<file path="src/sv/tkfst_pkg.sv">
`timescale 1ns / 1ps
// ----------------------------------------------------------------------------
// tkfst_pkg
// Shared types and codes of the time-keyed flash slot table.
// ----------------------------------------------------------------------------
package tkfst_pkg;

    localparam int ACTION_W = 3;
    localparam int TIME_W   = 31;
    localparam int SIDX_W   = 5;
    localparam int STATUS_W = 2;
    localparam int ADDR_W   = 32;
    localparam int WP_W     = 10;
    localparam int EIU_W    = 6;
    localparam int CFG_IDX_W = 2;

    // A slot is 512 bytes
    localparam int SLOT_SHIFT = 9;

    localparam logic [ACTION_W-1:0] ACT_INSERT   = 3'd0;
    localparam logic [ACTION_W-1:0] ACT_LOOKUP   = 3'd1;
    localparam logic [ACTION_W-1:0] ACT_READ_IDX = 3'd2;
    localparam logic [ACTION_W-1:0] ACT_DEL_TIME = 3'd3;
    localparam logic [ACTION_W-1:0] ACT_DEL_IDX  = 3'd4;
    localparam logic [ACTION_W-1:0] ACT_RESET    = 3'd5;

    localparam logic [STATUS_W-1:0] ST_OK        = 2'd0;
    localparam logic [STATUS_W-1:0] ST_NOT_FOUND = 2'd1;
    localparam logic [STATUS_W-1:0] ST_NO_FREE   = 2'd2;
    localparam logic [STATUS_W-1:0] ST_RANGE     = 2'd3;

    localparam logic KIND_ANSWER = 1'b0;
    localparam logic KIND_RELOC  = 1'b1;

    localparam logic [CFG_IDX_W-1:0] CFG_REGION_BASE  = 2'd0;
    localparam logic [CFG_IDX_W-1:0] CFG_ENTRIES_USED = 2'd1;
    localparam logic [CFG_IDX_W-1:0] CFG_REGION_SLOTS = 2'd2;

    typedef struct packed {
        logic [TIME_W-1:0] key;
        logic [ADDR_W-1:0] loc;
    } entry_t;

endpackage

</file>
<file path="src/sv/tkfst_ram.sv">
`timescale 1ns / 1ps
// ----------------------------------------------------------------------------
// tkfst_ram
// Generic simple dual-port RAM: one write port, one read port with
// registered read data and read enable.
// ----------------------------------------------------------------------------
module tkfst_ram #(
    parameter int WIDTH = 8,
    parameter int DEPTH = 32
) (
    input  logic                     clk,
    input  logic                     wr_en,
    input  logic [$clog2(DEPTH)-1:0] wr_addr,
    input  logic [WIDTH-1:0]         wr_data,
    input  logic                     rd_en,
    input  logic [$clog2(DEPTH)-1:0] rd_addr,
    output logic [WIDTH-1:0]         rd_data
);

    logic [WIDTH-1:0] mem [DEPTH];
    logic [WIDTH-1:0] rd_data_reg;

    always_ff @(posedge clk)
    begin
        if (wr_en)
        begin
            mem[wr_addr] <= wr_data;
        end
        if (rd_en)
        begin
            rd_data_reg <= mem[rd_addr];
        end
    end

    assign rd_data = rd_data_reg;

endmodule

</file>
<file path="src/sv/timestamp_keyed_flash_slot_table_unit.sv">
`timescale 1ns / 1ps
// ----------------------------------------------------------------------------
// timestamp_keyed_flash_slot_table_unit
// Table from execution time to 512-byte flash slot, with append-only slot
// pointer and compaction that emits relocation commands.
// ----------------------------------------------------------------------------
// The block takes one item at a time and stalls its input until the last
// result of that item has been loaded into the output register. It can take
// the next item in the cycle after that load. Entries sit in a RAM with one
// read port, visited one entry per cycle while no result waits on a stalled
// output, so the table scan sets the time. An insert, or a search by time
// that finds nothing, scans the whole table before it loads its answer. A
// search by time stops at the first matching entry and loads the hit. Read
// or delete by index reads the entry and then loads, and reset and unused
// actions load from the answer state. A result, relocations included, that
// waits on a stalled output holds the block back.
// ----------------------------------------------------------------------------
module timestamp_keyed_flash_slot_table_unit
    import tkfst_pkg::*;
#(
    parameter int TABLE_ENTRIES = 32
) (
    input  logic                  clk,
    input  logic                  rst_n,
    input  logic                  cfg_write,
    input  logic [CFG_IDX_W-1:0]  cfg_index,
    input  logic [ADDR_W-1:0]     cfg_data,
    input  logic                  in_valid,
    output logic                  in_stall,
    input  logic [ACTION_W-1:0]   action,
    input  logic [TIME_W-1:0]     request_time,
    input  logic [SIDX_W-1:0]     slot_index,
    output logic                  out_valid,
    input  logic                  out_stall,
    output logic                  kind,
    output logic [STATUS_W-1:0]   status,
    output logic [SIDX_W-1:0]     entry_index,
    output logic [TIME_W-1:0]     entry_time,
    output logic [ADDR_W-1:0]     flash_addr,
    output logic [ADDR_W-1:0]     old_addr,
    output logic                  last
);

    localparam int IW = $clog2(TABLE_ENTRIES);
    localparam int CW = $clog2(TABLE_ENTRIES + 1);
    localparam logic [CW-1:0]    SCAN_END  = CW'(TABLE_ENTRIES);
    localparam logic [EIU_W-1:0] ENTRY_CAP = EIU_W'(TABLE_ENTRIES);

    localparam logic [2:0] S_IDLE    = 3'd0;
    localparam logic [2:0] S_SCAN    = 3'd1;
    localparam logic [2:0] S_INS_FIN = 3'd2;
    localparam logic [2:0] S_IDX_RD  = 3'd3;
    localparam logic [2:0] S_IDX_CHK = 3'd4;
    localparam logic [2:0] S_ANS     = 3'd5;

    logic [2:0]            state_reg, state_next;
    logic [ACTION_W-1:0]   action_reg, action_next;
    logic [TIME_W-1:0]     time_reg, time_next;
    logic [SIDX_W-1:0]     sidx_reg, sidx_next;
    logic                  compact_reg, compact_next;
    logic [CW-1:0]         scan_idx_reg, scan_idx_next;
    logic                  chk_vld_reg, chk_vld_next;
    logic [IW-1:0]         chk_idx_reg, chk_idx_next;
    logic                  free_found_reg, free_found_next;
    logic [IW-1:0]         free_idx_reg, free_idx_next;
    logic [WP_W-1:0]       wp_reg, wp_next;
    logic [TABLE_ENTRIES-1:0] valid_reg, valid_next;
    logic [STATUS_W-1:0]   ans_status_reg, ans_status_next;

    logic [ADDR_W-1:0]     region_base_reg;
    logic [EIU_W-1:0]      entries_used_reg;
    logic [WP_W-1:0]       region_slots_reg;

    logic                  out_valid_reg, out_valid_next;
    logic                  kind_reg, kind_next;
    logic [STATUS_W-1:0]   status_reg, status_next;
    logic [SIDX_W-1:0]     entry_index_reg, entry_index_next;
    logic [TIME_W-1:0]     entry_time_reg, entry_time_next;
    logic [ADDR_W-1:0]     flash_addr_reg, flash_addr_next;
    logic [ADDR_W-1:0]     old_addr_reg, old_addr_next;
    logic                  last_reg, last_next;

    logic                  ram_we;
    logic [IW-1:0]         ram_waddr;
    entry_t                ram_wdata;
    logic                  ram_re;
    logic [IW-1:0]         ram_raddr;
    entry_t                ram_rdata;

    logic [EIU_W-1:0]      lim;
    logic [ADDR_W-1:0]     slot_addr;
    logic                  out_busy;
    logic                  out_load;
    logic                  is_insert;
    logic                  is_delete;
    logic                  chk_hit;
    logic                  hold;
    logic                  stop;
    logic                  issue;
    logic [IW-1:0]         sidx_idx;

    tkfst_ram #(
        .WIDTH ($bits(entry_t)),
        .DEPTH (TABLE_ENTRIES)
    ) u_entry_ram (
        .clk     (clk),
        .wr_en   (ram_we),
        .wr_addr (ram_waddr),
        .wr_data (ram_wdata),
        .rd_en   (ram_re),
        .rd_addr (ram_raddr),
        .rd_data (ram_rdata)
    );

    assign lim       = (entries_used_reg < ENTRY_CAP) ? entries_used_reg : ENTRY_CAP;
    assign slot_addr = region_base_reg + (ADDR_W'(wp_reg) << SLOT_SHIFT);
    assign out_busy  = out_valid_reg && out_stall;
    assign is_insert = (action_reg == ACT_INSERT);
    assign is_delete = (action_reg == ACT_DEL_TIME) || (action_reg == ACT_DEL_IDX);
    assign chk_hit   = chk_vld_reg && valid_reg[chk_idx_reg];
    assign sidx_idx  = IW'(sidx_reg);
    assign in_stall  = (state_reg != S_IDLE);

    always_comb
    begin
        state_next      = state_reg;
        action_next     = action_reg;
        time_next       = time_reg;
        sidx_next       = sidx_reg;
        compact_next    = compact_reg;
        scan_idx_next   = scan_idx_reg;
        chk_vld_next    = chk_vld_reg;
        chk_idx_next    = chk_idx_reg;
        free_found_next = free_found_reg;
        free_idx_next   = free_idx_reg;
        wp_next         = wp_reg;
        valid_next      = valid_reg;
        ans_status_next = ans_status_reg;

        out_load         = 1'b0;
        kind_next        = KIND_ANSWER;
        status_next      = ST_OK;
        entry_index_next = '0;
        entry_time_next  = '0;
        flash_addr_next  = '0;
        old_addr_next    = '0;
        last_next        = 1'b1;

        ram_we    = 1'b0;
        ram_waddr = chk_idx_reg;
        ram_wdata = '{key: ram_rdata.key, loc: slot_addr};
        ram_re    = 1'b0;
        ram_raddr = scan_idx_reg[IW-1:0];

        hold  = 1'b0;
        stop  = 1'b0;
        issue = 1'b0;

        case (state_reg)
            S_IDLE:
            begin
                if (in_valid)
                begin
                    action_next    = action;
                    time_next      = request_time;
                    sidx_next      = slot_index;
                    compact_next   = 1'b0;
                    scan_idx_next  = '0;
                    chk_vld_next   = 1'b0;
                    free_found_next = 1'b0;
                    case (action)
                        ACT_INSERT:
                        begin
                            if (wp_reg >= region_slots_reg)
                            begin
                                compact_next = 1'b1;
                                wp_next      = '0;
                            end
                            state_next = S_SCAN;
                        end
                        ACT_LOOKUP, ACT_DEL_TIME:
                        begin
                            state_next = S_SCAN;
                        end
                        ACT_READ_IDX, ACT_DEL_IDX:
                        begin
                            if (EIU_W'(slot_index) >= lim)
                            begin
                                ans_status_next = ST_RANGE;
                                state_next      = S_ANS;
                            end
                            else
                            begin
                                state_next = S_IDX_RD;
                            end
                        end
                        ACT_RESET:
                        begin
                            valid_next      = '0;
                            wp_next         = '0;
                            ans_status_next = ST_OK;
                            state_next      = S_ANS;
                        end
                        default:
                        begin
                            ans_status_next = ST_NOT_FOUND;
                            state_next      = S_ANS;
                        end
                    endcase
                end
            end

            S_SCAN:
            begin
                if (chk_vld_reg)
                begin
                    if (is_insert)
                    begin
                        if (chk_hit && compact_reg)
                        begin
                            kind_next        = KIND_RELOC;
                            entry_index_next = SIDX_W'(chk_idx_reg);
                            entry_time_next  = ram_rdata.key;
                            flash_addr_next  = slot_addr;
                            old_addr_next    = ram_rdata.loc;
                            last_next        = 1'b0;
                            if (out_busy)
                            begin
                                hold = 1'b1;
                            end
                            else
                            begin
                                out_load = 1'b1;
                                ram_we   = 1'b1;
                                wp_next  = wp_reg + 1'b1;
                            end
                        end
                        if (!valid_reg[chk_idx_reg] && !free_found_reg)
                        begin
                            free_found_next = 1'b1;
                            free_idx_next   = chk_idx_reg;
                        end
                    end
                    else if (chk_hit && (ram_rdata.key == time_reg))
                    begin
                        stop             = 1'b1;
                        entry_index_next = SIDX_W'(chk_idx_reg);
                        if (EIU_W'(chk_idx_reg) >= lim)
                        begin
                            status_next = ST_RANGE;
                        end
                        else
                        begin
                            entry_time_next = ram_rdata.key;
                            flash_addr_next = ram_rdata.loc;
                        end
                        if (out_busy)
                        begin
                            hold = 1'b1;
                        end
                        else
                        begin
                            out_load   = 1'b1;
                            state_next = S_IDLE;
                            if (is_delete && (EIU_W'(chk_idx_reg) < lim))
                            begin
                                valid_next[chk_idx_reg] = 1'b0;
                            end
                        end
                    end
                end

                issue = !hold && !stop && (scan_idx_reg < SCAN_END);
                ram_re = issue;
                if (!hold && !stop)
                begin
                    chk_vld_next  = issue;
                    chk_idx_next  = scan_idx_reg[IW-1:0];
                    scan_idx_next = scan_idx_reg + CW'(issue);
                end

                if (!chk_vld_reg && (scan_idx_reg == SCAN_END))
                begin
                    if (is_insert)
                    begin
                        state_next = S_INS_FIN;
                    end
                    else
                    begin
                        ans_status_next = ST_NOT_FOUND;
                        state_next      = S_ANS;
                    end
                end
            end

            S_INS_FIN:
            begin
                ram_waddr = free_idx_reg;
                ram_wdata = '{key: time_reg, loc: slot_addr};
                if (free_found_reg && (EIU_W'(free_idx_reg) < lim))
                begin
                    entry_index_next = SIDX_W'(free_idx_reg);
                    entry_time_next  = time_reg;
                    flash_addr_next  = slot_addr;
                    if (!out_busy)
                    begin
                        ram_we                   = 1'b1;
                        valid_next[free_idx_reg] = 1'b1;
                        wp_next                  = wp_reg + 1'b1;
                    end
                end
                else
                begin
                    status_next = ST_NO_FREE;
                end
                if (!out_busy)
                begin
                    out_load   = 1'b1;
                    state_next = S_IDLE;
                end
            end

            S_IDX_RD:
            begin
                ram_re     = 1'b1;
                ram_raddr  = sidx_idx;
                state_next = S_IDX_CHK;
            end

            S_IDX_CHK:
            begin
                entry_index_next = sidx_reg;
                if (!valid_reg[sidx_idx])
                begin
                    status_next = (action_reg == ACT_READ_IDX) ? ST_NOT_FOUND : ST_OK;
                end
                else
                begin
                    entry_time_next = ram_rdata.key;
                    flash_addr_next = ram_rdata.loc;
                    if (is_delete && !out_busy)
                    begin
                        valid_next[sidx_idx] = 1'b0;
                    end
                end
                if (!out_busy)
                begin
                    out_load   = 1'b1;
                    state_next = S_IDLE;
                end
            end

            S_ANS:
            begin
                status_next = ans_status_reg;
                if (!out_busy)
                begin
                    out_load   = 1'b1;
                    state_next = S_IDLE;
                end
            end

            default:
            begin
                state_next = S_IDLE;
            end
        endcase
    end

    assign out_valid_next = out_load ? 1'b1 : (out_stall ? out_valid_reg : 1'b0);

    always_ff @(posedge clk or negedge rst_n)
    begin
        if (!rst_n)
        begin
            state_reg      <= S_IDLE;
            compact_reg    <= 1'b0;
            scan_idx_reg   <= '0;
            chk_vld_reg    <= 1'b0;
            free_found_reg <= 1'b0;
            wp_reg         <= '0;
            valid_reg      <= '0;
            out_valid_reg  <= 1'b0;
        end
        else
        begin
            state_reg      <= state_next;
            compact_reg    <= compact_next;
            scan_idx_reg   <= scan_idx_next;
            chk_vld_reg    <= chk_vld_next;
            free_found_reg <= free_found_next;
            wp_reg         <= wp_next;
            valid_reg      <= valid_next;
            out_valid_reg  <= out_valid_next;
        end
    end

    always_ff @(posedge clk)
    begin
        action_reg     <= action_next;
        time_reg       <= time_next;
        sidx_reg       <= sidx_next;
        chk_idx_reg    <= chk_idx_next;
        free_idx_reg   <= free_idx_next;
        ans_status_reg <= ans_status_next;
        if (out_load)
        begin
            kind_reg        <= kind_next;
            status_reg      <= status_next;
            entry_index_reg <= entry_index_next;
            entry_time_reg  <= entry_time_next;
            flash_addr_reg  <= flash_addr_next;
            old_addr_reg    <= old_addr_next;
            last_reg        <= last_next;
        end
    end

    always_ff @(posedge clk or negedge rst_n)
    begin
        if (!rst_n)
        begin
            region_base_reg  <= '0;
            entries_used_reg <= 6'd32;
            region_slots_reg <= 10'd512;
        end
        else if (cfg_write)
        begin
            case (cfg_index)
                CFG_REGION_BASE:  region_base_reg  <= cfg_data;
                CFG_ENTRIES_USED: entries_used_reg <= cfg_data[EIU_W-1:0];
                CFG_REGION_SLOTS: region_slots_reg <= cfg_data[WP_W-1:0];
                default:          ;
            endcase
        end
    end

    assign out_valid   = out_valid_reg;
    assign kind        = kind_reg;
    assign status      = status_reg;
    assign entry_index = entry_index_reg;
    assign entry_time  = entry_time_reg;
    assign flash_addr  = flash_addr_reg;
    assign old_addr    = old_addr_reg;
    assign last        = last_reg;

    // Relocations come only from a compacting insert scan
    assert property (@(posedge clk) disable iff (!rst_n)
        (out_load && (kind_next == KIND_RELOC)) |-> (state_reg == S_SCAN && compact_reg))
        else $error("relocation outside compaction");

    // Every accepted item leaves the idle state
    assert property (@(posedge clk) disable iff (!rst_n)
        (in_valid && !in_stall) |=> (state_reg != S_IDLE))
        else $error("accepted item not started");

    // Slot pointer holds while the block is idle and not taking an item
    assert property (@(posedge clk) disable iff (!rst_n)
        (state_reg == S_IDLE && !in_valid) |=> (wp_reg == $past(wp_reg)))
        else $error("write pointer moved while idle");

    // Scan counter stays within the table
    assert property (@(posedge clk) disable iff (!rst_n)
        scan_idx_reg <= SCAN_END)
        else $error("scan index beyond table");

endmodule

</file>
<file path="config.mk">
export PLATFORM = sky130hd
export DESIGN_NAME = timestamp_keyed_flash_slot_table_unit
export DESIGN_NICKNAME = d
export VERILOG_FILES = /design/src/sv/tkfst_pkg.sv /design/src/sv/tkfst_ram.sv /design/src/sv/timestamp_keyed_flash_slot_table_unit.sv
export SDC_FILE = /design/constraint.sdc
export NUM_CORES = 2
export LEC_CHECK = 0
export ABC_AREA = 1
export BUFFER_PORTS_ARGS = -buffer_cell sky130_fd_sc_hd__buf_2
export CORE_ASPECT_RATIO = 0.6
export CORE_MARGIN = 4
export CORE_UTILIZATION = 40
export CTS_BUF_LIST = sky130_fd_sc_hd__clkbuf_4
export DETAILED_ROUTE_END_ITERATION = 10
export PLACE_DENSITY = 0.62
export REMOVE_ABC_BUFFERS = 1
export SETUP_SLACK_MARGIN = 0.05
export SLEW_MARGIN = 5
export SYNTH_ARGS = -nofsm -noshare
export SYNTH_HDL_FRONTEND = slang
export SYNTH_SLANG_ARGS = --single-unit
</file>
<file path="constraint.sdc">
create_clock -name clk -period 20.2 [get_ports clk]
set_input_delay 3.03 -clock clk [delete_from_list [all_inputs] [get_ports clk]]
set_output_delay 3.03 -clock clk [all_outputs]
set_load 0.1 [all_outputs]
</file>
==> results.cfg <==
[critical_path]
worstPathRequired_ns = 21.22
r2r_start = state_reg[2]
critPathLaunchType = register
cp-end-kind = register
r2r_slack_ns = 14.12
startpoint = state_reg[2]
cp.arrival_ns = 7.10
worstSetupPathType = register to register
worstPathMaxFanout = 216

[finish]
area_growth_pct = 11.9
final_cell_mix = 2234 x edfxtp_1, 1188 x nor2_1, 1168 x o21ai_0
final_common_cell = edfxtp_1
drive_above_1_share = 0.150
fin_nets = 8578
instances_no_fill = 12100
multi_input_area_um2 = 24700
largest_reg_flops = 2016
fillers = 21900
seqCellArea_um2 = 69700

[drt]
totalWireLength_um = 311000
wl_met2_um = 135000
met3_length_um = 34800
viasPerCell = 5.78
dr.pass1.iters = 7
vias = 70000
wl_per_cell_um = 25.7
drc_errors = 0
ant_nets = 0
drt_first_iter_violations = 9301
top_layer = met5
met1Wirelength_um = 131000

[place]
dp_cells = 11200
routabilityCongestion = 0.921
dpl.hpwl_um = 176000
io_buffers = 183

[synthesis]
ys_seq_area_frac = 0.719
synth_enable_flop_cells = 2234
synth-seq-cells = 2337
ys_types = 52
avgSynthCellArea_um2 = 11.9
yosys_warnings = 0
async_flop_share = 0.0441
synthCells = 8122
synthesis.area_um2 = 97000
synth_ff_type = edfxtp_1

[min_path]
hold_start = valid_reg[22]
hp-class = register to register

[clocking]
cts_resized = 0
cts_buffers = 546
clock_latency_ns = 1.27
tritoncts = done
ctsHoldBuffers = 0
clkSlewWorstSetupHoldPaths_ns = 0.07
post_cts_buffers = 0
h-tree-depth = 6
cts_sinks = 2337
cts_buffer_depth = 4
clk_root_buffer_cell = clkbuf_4

[die]
rows = 139
ios = 184
die_y_um = 389
die_width_um = 644
start_util = 0.404
coreArea_um2 = 240000
die_area_um2 = 251000

[pwr]
p_leak_uw = 0.0375
ir_drop_mv = 0.130
power.density_nw_per_um2 = 141

[outcome]
status = completed

[global_route]
grt_max_degree = 217
grt_pass1_vias = 66600
track_usage = 0.239
grt_pass1_wl_um = 450000
antenna_found_initial = 10
overflow = 0

[timing]
min_period_ns = 6.08
hold_violations = 0
skew_ns = 0.156
slew_headroom = 0.157
setup_violations = 0
period_share = 0.301
worstMarginPinSlew_ns = 1.27
rsz0062_at_grt = false
tns_ns = 0
max_freq_mhz = 165
slew_violations = 0

[flow_run]
drv_cap = 0
[routing by layer]
layer | up-vias | GRT usage
met5 | - | 0
met4 | 2 | 0.0773
met3 | 494 | 0.0565
met2 | 4259 | 0.351
met1 | 34600 | 0.350
li1 | 30600 | -
[kinds of logic (layout without fill, tap and decap cells)]
group | after synthesis | after routing | share of synthesized area
and+or+nand+nor | 2990 | 2990 | 0.127
DFF | 2337 | 2337 | 0.719
AOI/OAI and AO/OA | 1908 | 1908 | 0.110
buffers and inverters | 778 | 1514 | 0.0330
xor gates and xnor gates | 52 | 52 | 0.00470
adders and majority gates | 38 | 38 | 0.00498
muxes | 19 | 19 | 0.00221
other | 0 | 5 | 0
[area by class of cell]
class                           count  share of cell area
Timing Repair Buffer              337              0.0199
Sequential cell                  2337               0.642
Tap cell                         3243              0.0374
Inverter                          233             0.00850
Clock inverter                    129             0.00799
Antenna cell                        5            0.000115
Multi-Input combinational cell   5007               0.228
Clock buffer                      815              0.0564
[cell usage after synthesis (all sizes together) (9+ instances only)]
cell type	instances	area share
o221ai	62	0.0056
buf	191	0.010
ha	37	0.0048
dfrtp	101	0.026
nand4	48	0.0031
nand2	1039	0.040
a21oi	46	0.0024
o211ai	67	0.0052
a31oi	9	0.00065
o22ai	448	0.029
xor2	37	0.0033
o21ai	1244	0.064
xnor2	15	0.0014
mux2	19	0.0022
o31ai	11	0.00085
edfxtp	2234	0.69
clkbuf	354	0.014
nand3	642	0.034
nor3	22	0.0013
inv	229	0.0089
nor2	1225	0.048
[critical path: stages (launching register included)]
cell,delay [ns]
dfrtp_1,0.37
inv_2,0.11
nand3_2,0.41
nand2_1,0.27
o21ai_4,0.07
buf_4,0.40
inv_16,0.50
buf_12,0.66
buf_4,0.70
buf_4,0.92
o21ai_0,0.20
o22ai_1,0.36
nand2_1,0.11
nand3_1,0.10
nand3_1,0.08
nand2_1,0.21
[where the power goes]
part	internal (µW)	total [µW]	switching [µW]	leakage [µW]
Sequential	5920	6130	202	0.0217
Clock	2000	3910	1910	0.00417
Combinational	1220	5230	4010	0.0117
Total	9140	15300	6130	0.0375
[metrics by stage]
stage          area, µm²  setup WS [ns]   util  power [µW]  hold slack (ns)
3_5_place_dp      102000          13.50  0.423       11400            0.459
2_1_floorplan      94600         -22.60      -        9750            0.442
3_3_place_gp      101000          13.57  0.423       11300            0.471
5_1_grt           109000          13.69  0.452       16100            0.488
4_1_cts           109000          14.18  0.452       15300            0.476
6_report          109000          14.12  0.452       15300            0.476
[final timing paths]
check / depth (start not counted) / endpoint
setup / recovery: 15 / u_entry_ram.rd_data[39]
hold / removal: 2 / valid_reg[22]
setup reg to reg: 15 / u_entry_ram.rd_data[39]
hold reg to reg: 2 / valid_reg[22]
max in group asynchronous: 2 / valid_reg[19]
min in group asynchronous: 1 / region_base_reg[29]
Power figures use the tool's default switching activity.
